$ cat src/rtl/lcsu_pkg.sv
// lcsu_pkg: shared constants and types for the lru cache set update unit
// no dependencies; used by lcsu_cell and lru_cache_set_update_unit

package lcsu_pkg;

    localparam int MAX_WAYS     = 8;
    localparam int TAG_BITS     = 32;
    localparam int CFG_BITS     = 4;
    localparam int WAY_IDX_BITS = (MAX_WAYS > 1) ? $clog2(MAX_WAYS) : 1;

    localparam logic [CFG_BITS-1:0] WAYS_RESET = CFG_BITS'(MAX_WAYS);

    // per-access control broadcast to every cell of the recency stack
    typedef struct packed {
        logic accept;   // an item is taken this cycle
        logic hit;      // the tag matched some held way
        logic full;     // miss replaces the tail instead of growing the set
    } lcsu_ctl_t;

endpackage

$ cat src/rtl/lcsu_cell.sv
// lcsu_cell: one position of the recency stack (tag plus valid bit)
// compares against the access tag and loads from its more-recent neighbor
// depends on lcsu_pkg

module lcsu_cell (
    input  logic                         aclk,
    input  logic                         aresetn,
    input  lcsu_pkg::lcsu_ctl_t          ctl,
    input  logic [lcsu_pkg::TAG_BITS-1:0] lookup_tag,
    input  logic                         prev_valid,
    input  logic [lcsu_pkg::TAG_BITS-1:0] prev_tag,
    input  logic                         seen_in,
    output logic                         valid,
    output logic [lcsu_pkg::TAG_BITS-1:0] tag,
    output logic                         seen_out
);

    logic                          valid_reg;
    logic                          valid_next;
    logic [lcsu_pkg::TAG_BITS-1:0] tag_reg;
    logic [lcsu_pkg::TAG_BITS-1:0] tag_next;
    logic                          match;
    logic                          shift;

    assign match    = valid_reg && (tag_reg == lookup_tag);
    assign seen_out = seen_in | match;

    // hit: positions up to and including the matching one move back
    // full miss: every held position moves, the tail drops off
    // insert: positions up to one past the tail move
    always_comb begin
        if (ctl.hit) begin
            shift = !seen_in;
        end else if (ctl.full) begin
            shift = valid_reg;
        end else begin
            shift = prev_valid;
        end
    end

    always_comb begin
        valid_next = valid_reg;
        tag_next   = tag_reg;
        if (ctl.accept && shift) begin
            valid_next = prev_valid;
            tag_next   = prev_tag;
        end
    end

    always_ff @(posedge aclk) begin
        if (!aresetn) begin
            valid_reg <= 1'b0;
        end else begin
            valid_reg <= valid_next;
        end
    end

    always_ff @(posedge aclk) begin
        tag_reg <= tag_next;
    end

    assign valid = valid_reg;
    assign tag   = tag_reg;

endmodule

$ cat src/rtl/lru_cache_set_update_unit.sv
// lru_cache_set_update_unit: one cache set with true lru replacement
// depends on lcsu_pkg and lcsu_cell

// One set of a set-associative cache kept as a recency stack of MAX_WAYS
// cells, most recent first. Each input item is one access tag. It is compared
// against all held ways in the same cycle, and the stack shifts by one cell on
// the same edge, so the block takes one item per clock. The result (hit,
// evicted, evicted_tag) is loaded into the output register on the edge that
// takes the item. A new item is taken only when that register is empty or its
// result is taken in the same cycle, so a held result stalls the input. The limit on
// speed is the combinational compare-and-shift across the cell chain. The set is
// empty after reset. cfg_ways_in_use (reset 8, 0 acts as 1, values above
// MAX_WAYS act as MAX_WAYS) sets how many ways fill before the tail is evicted.

module lru_cache_set_update_unit (
    input  logic                          aclk,
    input  logic                          aresetn,
    input  logic                          cfg_valid,
    output logic                          cfg_ready,
    input  logic [lcsu_pkg::CFG_BITS-1:0] cfg_ways_in_use,
    input  logic                          s_valid,
    output logic                          s_ready,
    input  logic [lcsu_pkg::TAG_BITS-1:0] s_access_tag,
    output logic                          m_valid,
    input  logic                          m_ready,
    output logic                          m_hit,
    output logic                          m_evicted,
    output logic [lcsu_pkg::TAG_BITS-1:0] m_evicted_tag
);

    localparam int NW = lcsu_pkg::MAX_WAYS;
    localparam int TB = lcsu_pkg::TAG_BITS;
    localparam int CB = lcsu_pkg::CFG_BITS;
    localparam int IB = lcsu_pkg::WAY_IDX_BITS;

    logic [CB-1:0]         ways_reg;
    logic [CB-1:0]         ways_next;
    logic [IB-1:0]         tail_idx;
    logic                  full;
    logic                  hit;
    logic                  evict;
    logic [TB-1:0]         evict_tag;
    lcsu_pkg::lcsu_ctl_t   ctl;

    logic [NW-1:0]         cell_valid;
    logic [TB-1:0]         cell_tag [NW];
    logic [NW:0]           valid_ext;
    logic [NW:0]           seen;
    logic                  prev_valid [NW];
    logic [TB-1:0]         prev_tag [NW];

    logic                  m_valid_reg;
    logic                  m_valid_next;
    logic                  m_hit_reg;
    logic                  m_hit_next;
    logic                  m_evicted_reg;
    logic                  m_evicted_next;
    logic [TB-1:0]         m_evicted_tag_reg;
    logic [TB-1:0]         m_evicted_tag_next;

    // configuration
    assign cfg_ready = 1'b1;
    assign ways_next = (cfg_valid) ? cfg_ways_in_use : ways_reg;

    always_ff @(posedge aclk) begin
        if (!aresetn) begin
            ways_reg <= lcsu_pkg::WAYS_RESET;
        end else begin
            ways_reg <= ways_next;
        end
    end

    // clamp associativity into [1, MAX_WAYS] as a position of the last way
    always_comb begin
        if (ways_reg == '0) begin
            tail_idx = '0;
        end else if (ways_reg > CB'(NW)) begin
            tail_idx = IB'(NW - 1);
        end else begin
            tail_idx = IB'(ways_reg - 1'b1);
        end
    end

    // valid bits form a prefix, so the set is full when the last allowed way is held
    assign full = cell_valid[tail_idx];

    assign s_ready = !m_valid_reg || m_ready;

    assign hit   = seen[NW];
    assign evict = !hit && full;

    assign ctl.accept = s_valid && s_ready;
    assign ctl.hit    = hit;
    assign ctl.full   = full;

    assign seen[0]   = 1'b0;
    assign valid_ext = {1'b0, cell_valid};

    genvar g;
    generate
        for (g = 0; g < NW; g++) begin : g_cell
            if (g == 0) begin : g_head
                assign prev_valid[g] = 1'b1;
                assign prev_tag[g]   = s_access_tag;
            end else begin : g_body
                assign prev_valid[g] = cell_valid[g-1];
                assign prev_tag[g]   = cell_tag[g-1];
            end

            lcsu_cell u_cell (
                .aclk       (aclk),
                .aresetn    (aresetn),
                .ctl        (ctl),
                .lookup_tag (s_access_tag),
                .prev_valid (prev_valid[g]),
                .prev_tag   (prev_tag[g]),
                .seen_in    (seen[g]),
                .valid      (cell_valid[g]),
                .tag        (cell_tag[g]),
                .seen_out   (seen[g+1])
            );
        end
    endgenerate

    // tail of the held prefix is the one being dropped
    always_comb begin
        evict_tag = '0;
        for (int i = 0; i < NW; i++) begin
            if (valid_ext[i] && !valid_ext[i+1]) begin
                evict_tag = evict_tag | cell_tag[i];
            end
        end
    end

    // result register
    always_comb begin
        m_valid_next       = m_valid_reg;
        m_hit_next         = m_hit_reg;
        m_evicted_next     = m_evicted_reg;
        m_evicted_tag_next = m_evicted_tag_reg;
        if (ctl.accept) begin
            m_valid_next       = 1'b1;
            m_hit_next         = hit;
            m_evicted_next     = evict;
            m_evicted_tag_next = evict ? evict_tag : '0;
        end else if (m_ready) begin
            m_valid_next = 1'b0;
        end
    end

    always_ff @(posedge aclk) begin
        if (!aresetn) begin
            m_valid_reg <= 1'b0;
        end else begin
            m_valid_reg <= m_valid_next;
        end
    end

    always_ff @(posedge aclk) begin
        m_hit_reg         <= m_hit_next;
        m_evicted_reg     <= m_evicted_next;
        m_evicted_tag_reg <= m_evicted_tag_next;
    end

    assign m_valid       = m_valid_reg;
    assign m_hit         = m_hit_reg;
    assign m_evicted     = m_evicted_reg;
    assign m_evicted_tag = m_evicted_tag_reg;

endmodule

$ cat config.mk
export PLATFORM = sky130hd
export DESIGN_NAME = lru_cache_set_update_unit
export DESIGN_NICKNAME = d
export VERILOG_FILES = /design/src/rtl/lcsu_pkg.sv /design/src/rtl/lcsu_cell.sv /design/src/rtl/lru_cache_set_update_unit.sv
export SDC_FILE = /design/constraint.sdc
export NUM_CORES = 1
export LEC_CHECK = 0
export ABC_AREA = 0
export BUFFER_PORTS_ARGS = -buffer_cell sky130_fd_sc_hd__buf_2
export CAP_MARGIN = 20
export CORE_AREA = 2 2 180 182
export DETAILED_ROUTE_END_ITERATION = 16
export DIE_AREA = 0 0 182 184
export PLACE_DENSITY = 0.65
export SLEW_MARGIN = 20
export SYNTH_ARGS = -nofsm -noshare
export SYNTH_HDL_FRONTEND = slang
export SYNTH_SLANG_ARGS = --single-unit
export TNS_END_PERCENT = 20
$ cat constraint.sdc
create_clock -name aclk -period 8.85 [get_ports aclk]
set_input_delay 2.655 -clock aclk [delete_from_list [all_inputs] [get_ports aclk]]
set_output_delay 2.655 -clock aclk [all_outputs]
set_load 0.02 [all_outputs]
; ---- Yosys cells after proc, flatten, opt, wreduce, memory -nomap -nowiden
; Cells that the tools add are included.
[totals]
register_bits = 303
input_bits = 41
out_inout_bits = 37
wordCells = 120
[classes]
n_addsub = 1
n_lt_le_gt_ge = 2
eq_ne = 8
mux = 30
bitwise = 14
n_reduce_logical = 44
[ops]
columns = cell, count
row1 = 32-bit == test, 8
row2 = 32-bit 2-to-1 mux, 8
row3 = 32-bit bitwise OR, 7
row4 = 1-bit logical AND, 25
row5 = 1-bit 2-to-1 mux, 19
row6 = 1-bit zero test, 16
row7 = 1-bit bitwise OR, 7
row8 = 3-bit 2-to-1 mux, 2
row9 = 4-bit > comparator (second input constant), 1
row10 = 4-bit zero test, 1
row11 = 3-bit by 4-bit less-than comparator with 1-bit output (second input constant), 1
row12 = 1-bit binary-select mux with 3-bit select, 1
row13 = 3-bit by 1-bit subtractor with 3-bit output (second input constant), 1
row14 = 2-bit nonzero test, 1
row15 = 1-bit logical OR, 1

; ---- Longest topological paths before layout
; Gate-level depths: netlist of the first run.
[depth]
word_depth = 17
depth_mapped = 12
depth_no_buf = 11

; ---- Modules after synthesis
; From an unflattened synthesis of the first run, not the netlist that was laid out.
[unflattened]
cells_unflattened = 1000
hier_area_um2 = 14176.1
[modules_own_cells]
columns = mod, instances, cells_each, area_per_inst_um2, seq_area_each_um2
row1 = lcsu_cell, 8, 82, 1377.6, 980.9
row2 = lru_cache_set_update_unit, 1, 344, 3155.5, 1121.1

; ---- Worst setup path after synthesis of the first run
; Ideal clock, no wire load.
[synth_path]
path_kind = in2reg
start = in m_ready
end = reg g_cell[4].u_cell.tag_reg (netlist bit g_cell[4].u_cell.tag[0]) (enable)
setup_ns = 0.470
arrival_ns = 7.051
required_time_ns = 8.380
setup_slack_ns = 1.328
cell_stages = 6
path_buffers = 1
path_cell_list = nand2b_1 and2_1 clkbuf_1 nand3_2 nor2_2 a21boi_0
[synth_via]
elab_chain_cells = 3
[synth_rtl]
columns = element, line_no
row1 = start: declaration, lru_cache_set_update_unit.sv:25  ; input logic m_ready,
row2 = 1-bit logical OR, lru_cache_set_update_unit.sv:87  ; assign s_ready = !m_valid_reg || m_ready;
row3 = 1-bit logical AND, lru_cache_set_update_unit.sv:92  ; assign ctl.accept = s_valid && s_ready;
row4 = 1-bit logical AND, lcsu_cell.sv:44  ; if (ctl.accept && shift) begin
row5 = end signal: assignment, lcsu_cell.sv:59  ; tag_reg <= tag_next;
row6 = end: declaration, lcsu_cell.sv:20  ; logic [lcsu_pkg::TAG_BITS-1:0] tag_reg;
; Every way passes these cells.
; A chain may end at the register's enable or synchronous reset.

; ---- Worst setup path after layout of the first run
[layout_path]
start = in s_access_tag[13] (netlist name)
end = reg g_cell[2].u_cell.tag_reg (netlist bit g_cell[2].u_cell.tag[24]) (enable)
[layout_via]
elab_chain_cells = 11
word_cells_on_any_way = 26
cone_classes = 8 x eq/ne / 1 x mux / 7 x bitwise / 10 x reduce/logical
[layout_rtl]
columns = element, line_no
row1 = start: declaration, lru_cache_set_update_unit.sv:23  ; input logic [lcsu_pkg::TAG_BITS-1:0] s_access_tag,
row2 = 32-bit == test, lcsu_cell.sv:25  ; assign match = valid_reg && (tag_reg == lookup_tag);
row3 = 1-bit logical AND, lcsu_cell.sv:25
row4 = 1-bit bitwise OR (7 in series), lcsu_cell.sv:26  ; assign seen_out = seen_in | match;
row5 = 1-bit 2-to-1 mux *, lcsu_cell.sv:32  ; if (ctl.hit) begin
row6 = 1-bit logical AND *, lcsu_cell.sv:44
row7 = end signal: assignment, lcsu_cell.sv:59
row8 = end: declaration, lcsu_cell.sv:20
; Every way passes the cells marked *; elsewhere a longest branch is shown, timed or not.

==> run summary, run 1 <==
Routed len/inst: 29.97 µm
Initial core utilization: 0.4486
Most area-hungry cell type in the Yosys netlist: sky130_fd_sc_hd__edfxtp_1
Post-CTS setup buffer count: 0
Worst vdd ir: 159.9 µV
Post-Synth XOR/XNOR Area: 0.1586
Leading post-synthesis cells by instance count: sky130_fd_sc_hd__edfxtp_1 (290), sky130_fd_sc_hd__xor2_1 (174), sky130_fd_sc_hd__xnor2_1 (81)
Synth Area in Adders: 0.0008885
Yosys warnings: 0
Post-Synthesis Cell Area: 0.01408 mm²
Area of the die: 0.03349 mm²
Critical path type: in2reg
Net count after synthesis: 1,030
Standard-cell rows: 65
Tmin final: 6177 ps
Type of the tightest min-delay check: reg2reg
Cell with the most instances after synthesis: sky130_fd_sc_hd__edfxtp_1
DRC violation total after the first TritonRoute iteration: 1,371
Sequential cell area fraction in the yosys report: 0.6369
Actual slew at the worst max-slew pin: 1073 ps
Post-synthesis async set-or-reset flop share: 0
Run status: complete, no violations
Combinational family with the most area after synthesis: XOR/XNOR gates
Initial DRT Pass Iterations: 7
Met1 routing resource usage after global routing: 0.3721
Diode insertion count for antenna repair: 0
Kind of launch point of the worst setup path: primary input
Data required time at the worst endpoint: 9060 ps
I/O pin cnt: 78
Root buf cell: sky130_fd_sc_hd__clkbuf_16
Part of the cycle the worst path needs: 0.6980
Number of sinks on the clock net: 303
Flip-flop count of the largest register, all copies and words added: 256
Number of failing setup endpoints in the final timing report: 0
Cells taking the most area after synthesis: sky130_fd_sc_hd__edfxtp_1 (62%), sky130_fd_sc_hd__xor2_1 (11%), sky130_fd_sc_hd__xnor2_1 (5.0%)
Mean area per synthesized cell: 14.25 µm²
Summed negative setup slack over all endpoints: 0 ps
Width of the die: 182 µm
Number of levels in the clock H-tree: 2
Final hold viol count: 0
Global Route Usage Sum: 0.2641
Share of cells above drive strength 1: 0.1590
Slew HR: 0.2834
EDFF count, synth: 290
Yosys reg bits: 303
Count of instances resized after the clock tree is built: 0
Number of global-route vias before repair: 8,927
Count of fill cells added during filler insertion: 2,709
Distinct cell type count of the synthesized netlist: 55
Final routed DRC violation total: 0
Final worst clock skew: 20.28 ps
Antenna violation net count after detailed routing: 0
Synthesized-area fraction occupied by ao, oa, aoi and oai cells: 0.1072
Mux contribution to synthesized area: 0.009418
Max clock buf depth: 3
Number of input and output port buffers inserted: 76
CTS tree: done
Count of vias placed by the detailed router: 9,178
Power density over cell area: 209.4 mW/mm²
Worst-Skew Late Latency: 520 ps
Placeable Area: 0.03139 mm²
Count of pins over their slew limit: 0
Post-Route WL: 44,080 µm
First-pass GRT wire length: 63,490 µm
Static Leak: 5.176 nW
Initial antenna violation count: 1
Met3 global-route usage: 0.04160
Area growth from synthesis to final layout: 13.03%
Simple logic cell fraction of the synthesized area: 0.05749
Count of mapped cells out of synthesis: 988
WP data arrival: 6380 ps
Fraction of met2 tracks used by global routing: 0.4142
DIE HEIGHT: 184 µm
DP HPWL: 29,450 µm
Largest net degree at the start of global routing: 39
Worst slack at placement: 2053 ps
# hold bufs at CTS: 0
Clock transition at the registers of the reported paths: 60 ps
Worst setup slack after layout: 2673 ps
Share of the synthesized area in the top cell type: 0.6184
NumNets Final: 1,086
Commonest register cell after synthesis: sky130_fd_sc_hd__edfxtp_1
Routed vias/inst: 6.239
RSZ-0062 raised after global routing: no
Max Cap Violations: 0
CP endpoint kind: register
Sum of overflow across all layers after global routing: 0
Maximum fanout along the worst path: 23
CTS buffer count: 35
Busiest grt layer: met2
Final weighted congestion in routability-driven placement: 1.036
Max frequency: 161.9 MHz
[per-layer routing]
layer / share of wire / wire length (µm)
met1: 0.41 / 17880
met2: 0.46 / 20130
met3: 0.098 / 4313
met4: 0.039 / 1741
met5: 0.00029 / 13
[worst max-delay path, stage by stage]
cell and delay [ps]:
sky130_fd_sc_hd__buf_2 260, sky130_fd_sc_hd__xor2_1 170, sky130_fd_sc_hd__nor4_1 820, sky130_fd_sc_hd__nand4_1 310, sky130_fd_sc_hd__or4_4 650, sky130_fd_sc_hd__nand4_2 110, sky130_fd_sc_hd__nor2_2 140, sky130_fd_sc_hd__a21oi_4 880
sky130_fd_sc_hd__buf_4 370
[cell type report]
cell class | count | area, µm² | area share
Inverter | 8 | 30.03 | 0.001887
Sequential cell | 303 | 8969 | 0.5635
Clock buffer | 49 | 949.7 | 0.05967
Multi-Input combinational cell | 603 | 4782 | 0.3004
Clock inverter | 13 | 175.2 | 0.01101
Timing Repair Buffer | 93 | 508.0 | 0.03192
Tap cell | 402 | 503.0 | 0.03160
[path summary, 6_finish.rpt]
kind,cells after the start,startpoint,slack [ps],end
worst max register to register,8,g_cell[0].u_cell.tag[13],4590,g_cell[2].u_cell.tag[24]
worst min register to register,0,g_cell[6].u_cell.tag[5],490,g_cell[7].u_cell.tag[5]
worst max-delay path,9,s_access_tag[13],2670,g_cell[2].u_cell.tag[24]
worst min-delay path,0,g_cell[6].u_cell.tag[5],490,g_cell[7].u_cell.tag[5]
[kinds of logic after synthesis]
family / count (synthesis)
DFF: 303
adders and majority gates: 1
and+or+nand+nor: 137
muxes: 13
xor gates and xnor gates: 255
other: 1
buffers and inverters: 82
AOI/OAI and AO/OA: 196
[metrics by stage]
stage / hold slack, ps / std cells / utilization / power, mW / instance area [µm²]
after floorplan: 470.8 / 988 / - / 1.813 / 14080
after global placement: 476.8 / 1409 / 0.4710 / 1.909 / 14790
after detailed placement: 482.0 / 1409 / 0.4710 / 1.910 / 14790
after CTS: 494.1 / 1471 / 0.5068 / 3.337 / 15910
after global routing: 506.8 / 1471 / 0.5070 / 3.415 / 15920
final: 493.1 / 1471 / 0.5070 / 3.333 / 15920
[placed cells by master, fill, tap and decap left out, drive strengths merged, types with 9 or more instances in the layout]
| cell | count |
|---|---|
| a22oi | 65 |
| nand2 | 14 |
| nand3 | 14 |
| a21oi | 9 |
| nor4 | 43 |
| a221oi | 32 |
| nor2b | 13 |
| dfxtp | 13 |
| buf | 93 |
| clkbuf | 49 |
| xnor2 | 81 |
| nand4 | 24 |
| mux2i | 11 |
| inv | 9 |
| edfxtp | 290 |
| xor2 | 174 |
| a22o | 32 |
| a31oi | 32 |
[power by group]
| group | switching (mW) | total (mW) | internal (mW) |
|---|---|---|---|
| clock network | 0.580 | 1.45 | 0.868 |
| registers | 0.0269 | 1.63 | 1.60 |
| logic | 0.175 | 0.255 | 0.0803 |
| total | 0.782 | 3.33 | 2.55 |
Note: power is estimated with default switching activity, not from simulation.
==> run 2: changes to the inputs <==
- ABC_AREA: 0 -> 1
- CORE_AREA: 2 2 180 182 -> 2 2 191 193
- DIE_AREA: 0 0 182 184 -> 0 0 193 195
- PLACE_DENSITY: 0.65 -> 0.67
- clock period: 8.85 -> 5.35 ns (I/O delays scaled with it)
==> run 2 against run 1 <==
Net effect: clock skew fell by 1.1 ps; largest power group unchanged; cell count rose by 55%; critical path depth rose by 6; synthesized cell count rose by 74%; via count rose by 48%; wire length rose by 51%; largest cell class unchanged.
==> run summary, run 2 <==
Run status: complete, no violations
CP endpoint kind: register
Largest net degree at the start of global routing: 37
Final hold viol count: 0
Critical path type: in2reg
Count of instances resized after the clock tree is built: 0
Part of the cycle the worst path needs: 0.7646
Antenna violation net count after detailed routing: 0
Post-Route WL: 66,740 µm
Number of levels in the clock H-tree: 2
Standard-cell rows: 69
Count of vias placed by the detailed router: 13,610
NumNets Final: 1,834
Slowest stage cell, crit path: sky130_fd_sc_hd__buf_4
WP data arrival: 4280 ps
Final worst clock skew: 19.17 ps
DP HPWL: 52,460 µm
Summed negative setup slack over all endpoints: 0 ps
Slew HR: 0.3102
Count of pins over their slew limit: 0
Sum of overflow across all layers after global routing: 0
Final std cell area, no fill: 0.01777 mm²
EDFF count, synth: 290
Initial DRT Pass Iterations: 6
Yosys warnings: 0
Final routed DRC violation total: 0
Net count after synthesis: 1,762
Count of mapped cells out of synthesis: 1,720
Maximum fanout along the worst path: 32
DRC violation total after the first TritonRoute iteration: 1,937
Hold_sp: g_cell[1].u_cell.tag[17]
Initial antenna violation count: 1
DIE HEIGHT: 195 µm
Most area-hungry cell type in the Yosys netlist: sky130_fd_sc_hd__edfxtp_1
Actual slew at the worst max-slew pin: 1032 ps
Post-CTS setup buffer count: 0
Routed vias/inst: 5.973
Static Leak: 7.027 nW
CTS tree: done
Clock transition at the registers of the reported paths: 60 ps
Max Cap Violations: 0
# hold bufs at CTS: 0
Root buf cell: sky130_fd_sc_hd__clkbuf_16
Flip-flop count of the largest register, all copies and words added: 256
Worst-Skew Late Latency: 560 ps
Share of the synthesized area in the top cell type: 0.5496
Sequence of cells on the critical path: buf_2 > inv_2 > a21oi_1 > nand3_1 > nor2_1 > nand2_1 > nor2_1 > nand3_1 > nand4_2 > nor2_4 > nand2_1 > nor2_1 > nand2_1 > inv_1 > buf_4
Kind of launch point of the worst setup path: primary input
Met3 global-route usage: 0.07549
Data required time at the worst endpoint: 5540 ps
Placeable Area: 0.03540 mm²
Most common cell after layout, fill and taps aside: sky130_fd_sc_hd__nand2_1
CTS buffer count: 36
Commonest cells after routing, fill and taps aside: sky130_fd_sc_hd__nand2_1 (417), sky130_fd_sc_hd__edfxtp_1 (290), sky130_fd_sc_hd__inv_1 (180)
Distinct cell type count of the synthesized netlist: 46
Tmin final: 4091 ps
Area of the die: 0.03764 mm²
Max frequency: 244.5 MHz
I/O pin cnt: 78
Global Route Usage Sum: 0.3594
Cell with the most instances after synthesis: sky130_fd_sc_hd__nand2_1
Leading post-synthesis cells by instance count: sky130_fd_sc_hd__nand2_1 (417), sky130_fd_sc_hd__edfxtp_1 (290), sky130_fd_sc_hd__inv_1 (180)
Share of cells above drive strength 1: 0.1106
Number of input and output port buffers inserted: 76
Worst vdd ir: 287.9 µV
Max clock buf depth: 3
Post-synthesis async set-or-reset flop share: 0
Final weighted congestion in routability-driven placement: 1.004
Diode insertion count for antenna repair: 0
Busiest grt layer: met2
Mean area per synthesized cell: 9.212 µm²
Type of the tightest min-delay check: reg2reg
Number of sinks on the clock net: 303
Area growth from synthesis to final layout: 12.12%
Slowest cell delay on critical path: 410 ps
Commonest register cell after synthesis: sky130_fd_sc_hd__edfxtp_1
Initial core utilization: 0.4476
Met1 routing resource usage after global routing: 0.4758
Instance area at placement: 0.01665 mm²
Width of the die: 193 µm
R2r startpoint: g_cell[7].u_cell.valid
Number of global-route vias before repair: 13,170
Number of failing setup endpoints in the final timing report: 0
Setup crit start: s_access_tag[0]
Sequential cell area fraction in the yosys report: 0.5660
Yosys reg bits: 303
Routed len/inst: 29.30 µm
First-pass GRT wire length: 93,880 µm
Cells taking the most area after synthesis: sky130_fd_sc_hd__edfxtp_1 (55%), sky130_fd_sc_hd__nand2_1 (9.9%), sky130_fd_sc_hd__inv_1 (4.3%)
RSZ-0062 raised after global routing: no
Fraction of met2 tracks used by global routing: 0.5692
Power density over cell area: 399.9 mW/mm²
Post-Synthesis Cell Area: 0.01585 mm²
-- run 2: cell count changes after synthesis, moves of 57 or more --
cell	delta
sky130_fd_sc_hd__xor2_1	-159
sky130_fd_sc_hd__a21oi_1	+64
sky130_fd_sc_hd__nand3_1	+57
sky130_fd_sc_hd__nand2_1	+403
sky130_fd_sc_hd__inv_1	+174
sky130_fd_sc_hd__o21ai_0	+117
sky130_fd_sc_hd__a22oi_1	-65
sky130_fd_sc_hd__nor2_1	+161
-- run 2: final timing paths --
check	endpoint	slack (ps)	cells past startpoint
setup / recovery	g_cell[7].u_cell.tag[0]	1260	15
setup reg to reg	g_cell[1].u_cell.tag[11]	1810	12
hold / removal	g_cell[2].u_cell.tag[17]	450	0
hold reg to reg	g_cell[2].u_cell.tag[17]	450	0
-- run 2: cell type report --
cell class	count	area, µm²
clock buffers	44	962.2
well taps	461	576.8
inverters	208	790.8
flip-flops and latches	303	8969
fillers	3393	17630
clock inverters	19	153.9
repair buffers	94	540.5
multi-input cells	1149	5773
-- run 2: cell families (layout without fill, tap and decap cells) --
| group | after synthesis | count (layout) | share of synthesized area |
|---|---|---|---|
| buf+inv | 268 | 365 | 0.07146 |
| simple gates | 781 | 781 | 0.2119 |
| other cells | 1 | 1 | 0.0002367 |
| compound gates | 306 | 306 | 0.1165 |
| flops | 303 | 303 | 0.5660 |
| xor+xnor | 60 | 60 | 0.03317 |
| fa+ha+maj | 1 | 1 | 0.0007895 |
-- run 2: per-stage QoR --
stage | power [mW] | instances | hold WS, ps | util | worst slack (ps)
CTS | 7.060 | 2278 | 445.6 | 0.5019 | 1400
finish | 7.105 | 2278 | 446.0 | 0.5019 | 1259
global placement | 4.686 | 2215 | 430.3 | 0.4704 | 813.2
global route | 7.330 | 2278 | 464.3 | 0.5019 | 1161
floorplan | 4.029 | 1720 | 426.4 | - | 560.9
detailed placement | 4.687 | 2215 | 432.1 | 0.4704 | 826.3
-- run 2: critical path: cells and delay by family --
family	cells	cell delay, ps
buffers and inverters	4	1020
AND/OR/NAND/NOR	10	1470
AO/OA/AOI/OAI	1	120
-- run 2: power by group --
part | switching (mW) | total, mW | leakage (nW) | internal [mW]
clock network | 1.04 | 2.42 | 0.543 | 1.38
logic | 1.10 | 1.51 | 3.67 | 0.410
registers | 0.231 | 3.18 | 2.81 | 2.95
total | 2.37 | 7.10 | 7.03 | 4.74
-- run 2: layer usage --
metal  part of all wire  vias to the layer above  wire, µm
met5                  0                        -         0
met4              0.052                        0      3448
met3              0.091                      147      6073
met2               0.46                      821     30640
met1               0.40                     6545     26580
li1                   -                     6094         -
